$ cat config.mk
export PLATFORM = sky130hd
export DESIGN_NAME = mac_blocklist_fifo_table_top_flat
export DESIGN_NICKNAME = d
export VERILOG_FILES = /design/src/rtl/mbl_pkg.sv /design/src/rtl/mbl_req_if.sv /design/src/rtl/mbl_rsp_if.sv /design/src/rtl/mbl_ctrl.sv /design/src/rtl/mbl_datapath.sv /design/src/rtl/mac_blocklist_fifo_table_top.sv /design/src/flat_wrapper.sv
export SDC_FILE = /design/constraint.sdc
export NUM_CORES = 2
export LEC_CHECK = 0
export BUFFER_PORTS_ARGS = -buffer_cell sky130_fd_sc_hd__clkbuf_2
export CELL_PAD_IN_SITES_DETAIL_PLACEMENT = 1
export CELL_PAD_IN_SITES_GLOBAL_PLACEMENT = 2
export CORE_MARGIN = 1
export CORE_UTILIZATION = 50
export DETAILED_ROUTE_END_ITERATION = 8
export PLACE_DENSITY = 0.85
export SLEW_MARGIN = 20
export SYNTH_ARGS = -nofsm -noshare
export SYNTH_HDL_FRONTEND = slang
export SYNTH_SLANG_ARGS = --single-unit
$ cat constraint.sdc
create_clock -name clock -period 32 [get_ports clock]
set_clock_uncertainty 0.2 [all_clocks]
set_input_delay 4.8 -clock clock [delete_from_list [all_inputs] [get_ports clock]]
set_output_delay 4.8 -clock clock [all_outputs]
set_load 0.02 [all_outputs]
$ cat src/rtl/mbl_pkg.sv
// Shared types and constants for the MAC blocklist table.
`timescale 1ns / 1ps

package mbl_pkg;

   localparam int MAC_W         = 48;
   localparam int CMD_W         = 2;
   localparam int ENTRY_COUNT_W = 5;

   // Command codes; the fourth code behaves as a lookup
   localparam logic [CMD_W-1:0] CMD_LOOKUP = 2'd0;
   localparam logic [CMD_W-1:0] CMD_ADD    = 2'd1;
   localparam logic [CMD_W-1:0] CMD_REMOVE = 2'd2;

   typedef enum logic [1:0] {
      ST_IDLE,
      ST_MATCH,
      ST_COMMIT
   } state_type;

   // Controller to datapath commands
   typedef struct packed {
      logic load;
      logic match;
      logic commit;
   } ctrl_cmd_type;

endpackage

$ cat src/rtl/mbl_req_if.sv
// Request channel: command and MAC with valid/ready handshake.
`timescale 1ns / 1ps

interface mbl_req_if;
   logic                              valid;
   logic                              ready;
   logic [mbl_pkg::CMD_W-1:0]         cmd;
   logic [mbl_pkg::MAC_W-1:0]         mac;

   modport source (output valid, output cmd, output mac, input ready);
   modport sink   (input valid, input cmd, input mac, output ready);
endinterface

$ cat src/rtl/mbl_rsp_if.sv
// Response channel: hit, eviction flag and entry count with valid/ready handshake.
`timescale 1ns / 1ps

interface mbl_rsp_if;
   logic                                  valid;
   logic                                  ready;
   logic                                  hit;
   logic                                  evicted;
   logic [mbl_pkg::ENTRY_COUNT_W-1:0]     entry_count;

   modport source (output valid, output hit, output evicted, output entry_count, input ready);
   modport sink   (input valid, input hit, input evicted, input entry_count, output ready);
endinterface

$ cat src/rtl/mbl_ctrl.sv
// Sequencing state machine and response valid flag for the MAC blocklist table.
`timescale 1ns / 1ps

module mbl_ctrl (
   input  logic                  clock,
   input  logic                  reset,
   input  logic                  req_valid,
   output logic                  req_ready,
   output logic                  rsp_valid,
   input  logic                  rsp_ready,
   output mbl_pkg::ctrl_cmd_type cmd
);

   mbl_pkg::state_type state_ff, state_in;
   logic               rsp_valid_ff, rsp_valid_in;
   logic               out_free;

   // Output slot can take a new result when empty or being drained this cycle
   assign out_free = !rsp_valid_ff || rsp_ready;

   always_comb begin
      state_in = state_ff;
      case (state_ff)
         mbl_pkg::ST_IDLE: begin
            if (req_valid) state_in = mbl_pkg::ST_MATCH;
         end
         mbl_pkg::ST_MATCH: begin
            state_in = mbl_pkg::ST_COMMIT;
         end
         mbl_pkg::ST_COMMIT: begin
            if (out_free) state_in = mbl_pkg::ST_IDLE;
         end
         default: begin
            state_in = mbl_pkg::ST_IDLE;
         end
      endcase
   end

   always_comb begin
      req_ready  = 1'b0;
      cmd.load   = 1'b0;
      cmd.match  = 1'b0;
      cmd.commit = 1'b0;
      case (state_ff)
         mbl_pkg::ST_IDLE: begin
            req_ready = 1'b1;
            cmd.load  = req_valid;
         end
         mbl_pkg::ST_MATCH: begin
            cmd.match = 1'b1;
         end
         mbl_pkg::ST_COMMIT: begin
            cmd.commit = out_free;
         end
         default: begin
            req_ready = 1'b0;
         end
      endcase
   end

   always_comb begin
      rsp_valid_in = rsp_valid_ff;
      if (rsp_ready) rsp_valid_in = 1'b0;
      if (cmd.commit) rsp_valid_in = 1'b1;
   end

   always_ff @(posedge clock) begin
      if (reset) begin
         state_ff     <= mbl_pkg::ST_IDLE;
         rsp_valid_ff <= 1'b0;
      end else begin
         state_ff     <= state_in;
         rsp_valid_ff <= rsp_valid_in;
      end
   end

   assign rsp_valid = rsp_valid_ff;

endmodule

$ cat src/rtl/mbl_datapath.sv
// Entry list, per-entry comparators, shift logic and result register.
`timescale 1ns / 1ps

module mbl_datapath #(
   parameter int LIST_DEPTH = 20
) (
   input  logic                                clock,
   input  logic                                reset,
   input  mbl_pkg::ctrl_cmd_type               cmd,
   input  logic [mbl_pkg::CMD_W-1:0]           req_cmd,
   input  logic [mbl_pkg::MAC_W-1:0]           req_mac,
   output logic                                rsp_hit,
   output logic                                rsp_evicted,
   output logic [mbl_pkg::ENTRY_COUNT_W-1:0]   rsp_entry_count
);

   localparam int CNT_W  = $clog2(LIST_DEPTH + 1);
   localparam int STEPS  = $clog2(LIST_DEPTH);
   localparam logic [CNT_W-1:0] FULL_CNT = CNT_W'(LIST_DEPTH);

   logic [mbl_pkg::CMD_W-1:0]       cmd_ff;
   logic [mbl_pkg::MAC_W-1:0]       mac_ff;
   logic [mbl_pkg::MAC_W-1:0]       entry_ff [LIST_DEPTH];
   logic [mbl_pkg::MAC_W-1:0]       entry_in [LIST_DEPTH];
   logic [CNT_W-1:0]                count_ff, count_in;
   logic [LIST_DEPTH-1:0]           match_ff, match_in;
   logic [LIST_DEPTH-1:0]           prefix;
   logic                            hit, full, evicted;
   logic                            hit_ff, evicted_ff;
   logic [mbl_pkg::ENTRY_COUNT_W-1:0] entry_count_ff;

   // Compare every occupied lane against the request MAC
   always_comb begin
      for (int i = 0; i < LIST_DEPTH; i++) begin
         match_in[i] = (entry_ff[i] == mac_ff) && (CNT_W'(i) < count_ff);
      end
   end

   always_comb begin
      // Mark the matching lane and every lane above it: those take their upper neighbour
      prefix = match_ff;
      for (int k = 0; k < STEPS; k++) begin
         prefix = prefix | (prefix << (1 << k));
      end

      hit      = |match_ff;
      full     = (count_ff == FULL_CNT);
      evicted  = 1'b0;
      count_in = count_ff;
      for (int i = 0; i < LIST_DEPTH; i++) begin
         entry_in[i] = entry_ff[i];
      end

      case (cmd_ff)
         mbl_pkg::CMD_ADD: begin
            if (!hit) begin
               if (full) begin
                  // Drop the oldest, append at the top
                  for (int i = 0; i < LIST_DEPTH - 1; i++) begin
                     entry_in[i] = entry_ff[i + 1];
                  end
                  entry_in[LIST_DEPTH-1] = mac_ff;
                  evicted                = 1'b1;
               end else begin
                  for (int i = 0; i < LIST_DEPTH; i++) begin
                     if (count_ff == CNT_W'(i)) entry_in[i] = mac_ff;
                  end
                  count_in = count_ff + CNT_W'(1);
               end
            end
         end
         mbl_pkg::CMD_REMOVE: begin
            if (hit) begin
               for (int i = 0; i < LIST_DEPTH - 1; i++) begin
                  if (prefix[i]) entry_in[i] = entry_ff[i + 1];
               end
               count_in = count_ff - CNT_W'(1);
            end
         end
         default: begin
            count_in = count_ff;
         end
      endcase
   end

   always_ff @(posedge clock) begin
      if (reset) begin
         count_ff <= '0;
      end else if (cmd.commit) begin
         count_ff <= count_in;
      end
   end

   always_ff @(posedge clock) begin
      if (cmd.load) begin
         cmd_ff <= req_cmd;
         mac_ff <= req_mac;
      end
      if (cmd.match) begin
         match_ff <= match_in;
      end
      if (cmd.commit) begin
         for (int i = 0; i < LIST_DEPTH; i++) begin
            entry_ff[i] <= entry_in[i];
         end
         hit_ff         <= hit;
         evicted_ff     <= evicted;
         entry_count_ff <= mbl_pkg::ENTRY_COUNT_W'(count_in);
      end
   end

   assign rsp_hit         = hit_ff;
   assign rsp_evicted     = evicted_ff;
   assign rsp_entry_count = entry_count_ff;

endmodule

$ cat src/rtl/mac_blocklist_fifo_table_top.sv
// Top level of the MAC address blocklist table.
`timescale 1ns / 1ps

// An ordered list of up to LIST_DEPTH 48-bit MAC addresses, oldest first. Each request
// (lookup, add, remove) returns one response with hit, eviction flag and the new entry
// count. An item passes through accept, a match step in which every lane compares its
// entry against the MAC in parallel, and a commit step in which the list shifts or
// appends and the response register loads. The commit waits while the previous response
// has not yet been transferred; a new request is accepted while a response is pending.
// One request is in flight at a time. No initialisation pass is needed after reset.
module mac_blocklist_fifo_table_top #(
   parameter int LIST_DEPTH = 20
) (
   input  logic         clock,
   input  logic         reset,
   mbl_req_if.sink      req_ch,
   mbl_rsp_if.source    rsp_ch
);

   mbl_pkg::ctrl_cmd_type ctrl_cmd;

   mbl_ctrl u_ctrl (
      .clock     (clock),
      .reset     (reset),
      .req_valid (req_ch.valid),
      .req_ready (req_ch.ready),
      .rsp_valid (rsp_ch.valid),
      .rsp_ready (rsp_ch.ready),
      .cmd       (ctrl_cmd)
   );

   mbl_datapath #(
      .LIST_DEPTH (LIST_DEPTH)
   ) u_datapath (
      .clock           (clock),
      .reset           (reset),
      .cmd             (ctrl_cmd),
      .req_cmd         (req_ch.cmd),
      .req_mac         (req_ch.mac),
      .rsp_hit         (rsp_ch.hit),
      .rsp_evicted     (rsp_ch.evicted),
      .rsp_entry_count (rsp_ch.entry_count)
   );

endmodule

$ cat src/flat_wrapper.sv
// flat-port wrapper written by rule: the top's interface ports become plain ports
module mac_blocklist_fifo_table_top_flat 
#(
   parameter int LIST_DEPTH = 20
)
  (clock, reset, req_ch_valid, req_ch_cmd, req_ch_mac, req_ch_ready, rsp_ch_valid, rsp_ch_hit, rsp_ch_evicted, rsp_ch_entry_count, rsp_ch_ready);
  mbl_req_if req_ch_i ();
  mbl_rsp_if rsp_ch_i ();
  input  logic clock;
  input  logic reset;
  input wire logic [$bits(req_ch_i.valid)-1:0] req_ch_valid;
  input wire logic [$bits(req_ch_i.cmd)-1:0] req_ch_cmd;
  input wire logic [$bits(req_ch_i.mac)-1:0] req_ch_mac;
  output wire logic [$bits(req_ch_i.ready)-1:0] req_ch_ready;
  output wire logic [$bits(rsp_ch_i.valid)-1:0] rsp_ch_valid;
  output wire logic [$bits(rsp_ch_i.hit)-1:0] rsp_ch_hit;
  output wire logic [$bits(rsp_ch_i.evicted)-1:0] rsp_ch_evicted;
  output wire logic [$bits(rsp_ch_i.entry_count)-1:0] rsp_ch_entry_count;
  input wire logic [$bits(rsp_ch_i.ready)-1:0] rsp_ch_ready;
  assign req_ch_i.valid = req_ch_valid;
  assign req_ch_i.cmd = req_ch_cmd;
  assign req_ch_i.mac = req_ch_mac;
  assign req_ch_ready = req_ch_i.ready;
  assign rsp_ch_valid = rsp_ch_i.valid;
  assign rsp_ch_hit = rsp_ch_i.hit;
  assign rsp_ch_evicted = rsp_ch_i.evicted;
  assign rsp_ch_entry_count = rsp_ch_i.entry_count;
  assign rsp_ch_i.ready = rsp_ch_ready;
  mac_blocklist_fifo_table_top #(.LIST_DEPTH(LIST_DEPTH)) u_core (.clock(clock), .reset(reset), .req_ch(req_ch_i), .rsp_ch(rsp_ch_i));
endmodule
======== Word level (Yosys, flattened, before mapping) ========
Memories as Yosys holds them, arrays and structs flattened.
Index checks and enable logic that the tools add are counted.
operators by class
  add/subtract/negate cells ............... 2
  order comparisons ....................... 20
  equal/unequal tests ..................... 46
  multiplexer cells ....................... 60
  bitwise logic cells ..................... 6
  reduce and logical (&&, ||, !) cells .... 28
operator list
  cell                 number
  $mux 48              40
  $mux 960             2
  $pmux 912 s2         1
  $eq 48x48->1         20
  $mux 912             1
  $or 19x19->19        5
  $eq 5x4->1 const B   8
  $lt 4x5->1 const A   8
  $eq 5x5->1 const B   5
  $reduce_or 21->1     1
  $eq 5x3->1 const B   4
  $logic_and 1x1->1    20
  $lt 3x5->1 const A   4
  $lt 5x5->1 const A   4
  $reduce_or 20->1     1
  $mux 5               3
  $eq 5x2->1 const B   2
  $lt 1x5->1 const A   2
  $lt 2x5->1 const A   2
  $pmux 5 s2           1
  $mux 1               9
  $pmux 2 s3           1
  $add 5x1->5 const B  1
  $eq 5x1->1 const B   1
  12 further kinds     16
storage, ports and cells
  flip-flop bits (word level) ............. 85
  bits in writable memories ............... 960
  output and inout port bits .............. 9
  word-level logic and storage cells ...... 172
  memories ................................ 1
memory list
  name                        depth  width  rd ports  clocked after Yosys merged registers in  wr ports  line                source
  u_core.u_datapath.entry_ff  20     48     20        0                                        20        mbl_datapath.sv:23  logic [mbl_pkg::MAC_W-1:0] entry_ff [LIST_DEPTH];

======== Depth between registers and ports, before layout ========
  word-level depth ........................ 8
  gate-level depth with buffers ........... 11
  depth with buffers taken out ............ 7

======== Cells and area by module ========
A second synthesis with hierarchy kept.
second synthesis, totals
  cell total of the unflattened synthesis .. 3,927
  area, all modules ....................... 52,751.8 µm²
by module, submodules not included
  module        times used  cells each  area an instance (µm²)  seq. area each (µm²)
  mbl_datapath  1           3,913       52,605.5                31,240.0
  mbl_ctrl      1           14          146.4                   60.1

======== Worst setup path after synthesis ========
OpenSTA, ideal clock, no wires.
  kind .................................... input port to flip-flop
  from .................................... in rsp_ch_ready
  to ...................................... mem u_core.u_datapath.entry_ff[3][144] (netlist name) (enable)
  arrival time ............................ 12.558 ns
  slack ................................... 18.531 ns
  cell stages on the path ................. 3
  path through ............................ nand2b_1 nand2_1 a2111oi_0
RTL lines
  element          line                source
  start, declared  flat_wrapper.sv:19  input wire logic [$bits(rsp_ch_i.ready)-1:0] rsp_ch_ready;
  end, declared    mbl_datapath.sv:23

==> reports/qor.json <==
{
  "run_status": {
    "run_status": "finished, final reports clean"
  },
  "synthesis": {
    "synth_compound_gate_area_share_pct": 14.4,
    "synth-xor-area-share_pct": 15.6,
    "synth-simple-area-share_pct": 5.63,
    "synth.net_count": 3919,
    "number_of_enable_flip_flop_cells_after_synthesis": 1037,
    "main_combinational_cell_family_by_area_after_synthesis": "XOR/XNOR gates",
    "post_synth_fa_ha_maj_area_fraction_pct": 0.166,
    "syn-mean-instance-area_um2": 13.6,
    "synth_top_cells_by_area": "sky130_fd_sc_hd__edfxtp_1, sky130_fd_sc_hd__a21o_1, sky130_fd_sc_hd__xor2_1, sky130_fd_sc_hd__xnor2_1, sky130_fd_sc_hd__nor4_1",
    "sequential_to_total_area_share_from_yosys_stat_pct": 59.5,
    "synth_warnings": 0,
    "most_common_flop_cell_mapped_by_yosys": "sky130_fd_sc_hd__edfxtp_1",
    "synthDominantAreaCellType": "sky130_fd_sc_hd__edfxtp_1",
    "synth_cell_type_count": 67,
    "synth_seq_cells": 1045,
    "synth_top_cell_area_share_pct": 59.2,
    "async_flop_share_pct": 0,
    "syn_inst": 3858,
    "synth.area.mux_share_pct": 0,
    "syn-cell-area_mm2": 0.0526
  },
  "power": {
    "power.density_mw_per_mm2": 54.0,
    "p_leak_uw": 0.0256,
    "vdd_drop_max_v": 0.0000520
  },
  "sta": {
    "timing_hold_violations_final": 0,
    "grt_setup_unrepaired": "no",
    "timing_max_transition_violations_final": 0,
    "finalCriticalPeriod_ns": 7.47,
    "fmaxAchievable_mhz": 134,
    "final-setup-viol-count": 0,
    "layout_worst_path_cycle_share_pct": 23.3,
    "timing.max_slew.rel_slack_pct": 15.6,
    "transition_time_at_the_pin_with_the_least_slew_margin_ns": 1.27,
    "hold_slack_ns": 0.325,
    "final_tns_setup_ns": 0
  },
  "routing": {
    "detail_route.first_pass.iterations": 6,
    "routed_wirelength_um": 223000,
    "drt_iter0_drc": 6051,
    "avgRoutedWirePerCell_um": 42.3,
    "viasPerCell": 6.96,
    "antenna_violation_net_count_after_detailed_routing": 0,
    "detailroute.via_count": 36600,
    "drc": 0
  },
  "setup_path": {
    "critical_path_required_ns": 32.15,
    "critical_path.endpoint_type": "flop",
    "worst_ep_arrival_time_ns": 7.62,
    "timing.setup.critical_path_class": "input pin to flop",
    "cp-start-kind": "input pin",
    "r2r_slack_ns": 26.60,
    "path_max_fanout": 48
  },
  "floorplan": {
    "die_area_mm2": 0.107,
    "rows": 118,
    "chipHeight_um": 326,
    "design.core.area_mm2": 0.104,
    "initial_core_util_pct": 50.6,
    "floorplan.die.width_um": 326,
    "pin_count": 63
  },
  "finish": {
    "layout_common_cells": "sky130_fd_sc_hd__edfxtp_1, sky130_fd_sc_hd__a21o_1, sky130_fd_sc_hd__xor2_1, sky130_fd_sc_hd__xnor2_1, sky130_fd_sc_hd__nor4_1",
    "drive_above_1_share_pct": 10.2,
    "mostFrequentLayoutCell": "sky130_fd_sc_hd__edfxtp_1",
    "synthToLayoutAreaGrowth_pct": 8.06,
    "net_count_reported_at_finish": 3851
  },
  "cts": {
    "clkLatencyLatePin_ns": 0.74,
    "cts.sink_count": 1045,
    "cts_made_buffers": 113,
    "ctsResizeCount": 0,
    "cts_htree_levels": 3,
    "clkTransAtPathRegs_ns": 0.06,
    "post_cts_hold_buffer_count": 0,
    "clock_path_buffers": 3,
    "cts_setup_buffers": 0,
    "cts_tree": "done",
    "cts-root-buf": "sky130_fd_sc_hd__clkbuf_16"
  },
  "global_routing": {
    "grt_start_max_net_pins": 260,
    "grt_first_pass_wirelength_um": 299000,
    "groute.usage.overall_pct": 41.2,
    "first_global_vias": 36700,
    "grt.overflow.total": 0,
    "grt_antenna_before_repair": 7
  },
  "placement": {
    "finalWeightedCongestion": 0.985,
    "io_buffer_count": 62,
    "place_hpwl_um": 138000
  },
  "job": {
    "maxCapViolations": 0
  },
  "hold_path": {
    "hold_class": "flop to flop"
  }
}
==> registers in the layout, summed over array words and instances, names as in the netlist <==
signal / flops
u_core.u_datapath.entry_ff: 960
u_core.u_datapath.match_ff: 20
u_core.u_datapath.mac_ff: 48
u_core.u_datapath.rsp_evicted: 1
u_core.u_datapath.rsp_entry_count: 5
u_core.u_datapath.cmd_ff: 2
u_core.u_ctrl.rsp_valid: 1
u_core.u_ctrl.state_ff: 2
u_core.u_datapath.rsp_hit: 1
u_core.u_datapath.count_ff: 5
==> per-layer routing <==
| metal | vias up | track usage, % | share of wire (%) |
|---|---|---|---|
| met5 | - | 0.0887 | 0 |
| met4 | 0 | 31.6 | 9.1 |
| met3 | 894 | 10.6 | 11 |
| met2 | 2863 | 62.9 | 44 |
| met1 | 18800 | 50.0 | 35 |
| li1 | 14000 | - | - |
==> through the flow <==
stage / setup slack (ns) / instances / util [%] / cell area [um^2] / power [uW]
floorplan: 18.53 / 3858 / - / 52600 / 1700
global placement: 24.06 / 5054 / 51.3 / 53300 / 1780
detailed placement: 23.97 / 5054 / 51.3 / 53300 / 1790
CTS: 24.72 / 5257 / 54.7 / 56900 / 3060
global route: 24.54 / 5258 / 54.7 / 56900 / 3120
finish: 24.53 / 5261 / 54.7 / 56900 / 3070
==> synthesized netlist by cell type (all sizes together), types with 2 or more instances <==
cell type  number
nor4b           4
o2bb2ai         2
a211oi          9
a31oi           7
a22oi           3
nand2          23
or4             4
edfxtp       1037
nand4b          2
inv            32
xnor2         349
a2111oi        12
xor2          590
nor3           30
a311oi          2
a221oi          9
clkbuf         44
nand2b          3
dfxtp           8
nor3b           4
ha              7
a41oi           4
nand4         119
and4            2
nor4          171
a21o          914
buf           299
o22ai           5
o211ai          2
and2           52
or3             3
o221ai          2
nor2b          10
o21ai          11
o21bai          2
nor2           27
a21oi          22
nand3          19
==> logic make-up after synthesis <==
group	after synthesis
AO/OA/AOI/OAI	1014
XOR/XNOR	939
adder cells (fa/ha/maj)	7
buffers and inverters	376
flip-flops	1045
AND/OR/NAND/NOR	477
==> final timing paths <==
check                                          startpoint                                      endpoint  cells after the start
setup reg to reg  u_core.u_datapath.match_ff[7]$_DFFE_PN_  u_core.u_datapath.entry_ff[0][175]$_DFFE_PP_                      9
hold reg to reg      u_core.u_ctrl.rsp_valid$_SDFFE_PP0P_          u_core.u_ctrl.rsp_valid$_SDFFE_PP0P_                      2
setup / recovery                             rsp_ch_ready   u_core.u_datapath.entry_ff[3][12]$_DFFE_PP_                      8
hold / removal       u_core.u_ctrl.rsp_valid$_SDFFE_PP0P_          u_core.u_ctrl.rsp_valid$_SDFFE_PP0P_                      2
==> critical path: stages <==
cell                       delay, ns
sky130_fd_sc_hd__clkbuf_2       0.09
sky130_fd_sc_hd__nand2b_1       0.12
sky130_fd_sc_hd__nand2_1        0.35
sky130_fd_sc_hd__inv_1          0.68
sky130_fd_sc_hd__o21ai_4        0.32
sky130_fd_sc_hd__buf_4          0.34
sky130_fd_sc_hd__a221oi_4       0.22
sky130_fd_sc_hd__buf_4          0.61
==> layout make-up <==
class / instances / area, um^2
flip-flops and latches: 1045 / 31300
diodes: 3 / 7.51
repair buffers: 160 / 1090
well taps: 1380 / 1730
inverters: 33 / 124
multi-input cells: 2437 / 19100
clock inverters: 65 / 572
clock buffers: 138 / 2960
fillers: 10100 / 47100
==> power by group <==
| part | leakage [uW] | internal (uW) | switching, uW |
|---|---|---|---|
| Sequential | 0.00964 | 1510 | 9.76 |
| Combinational | 0.0142 | 78.1 | 174 |
| Clock | 0.00173 | 726 | 573 |
Note: power is estimated with default switching activity, not from simulation.
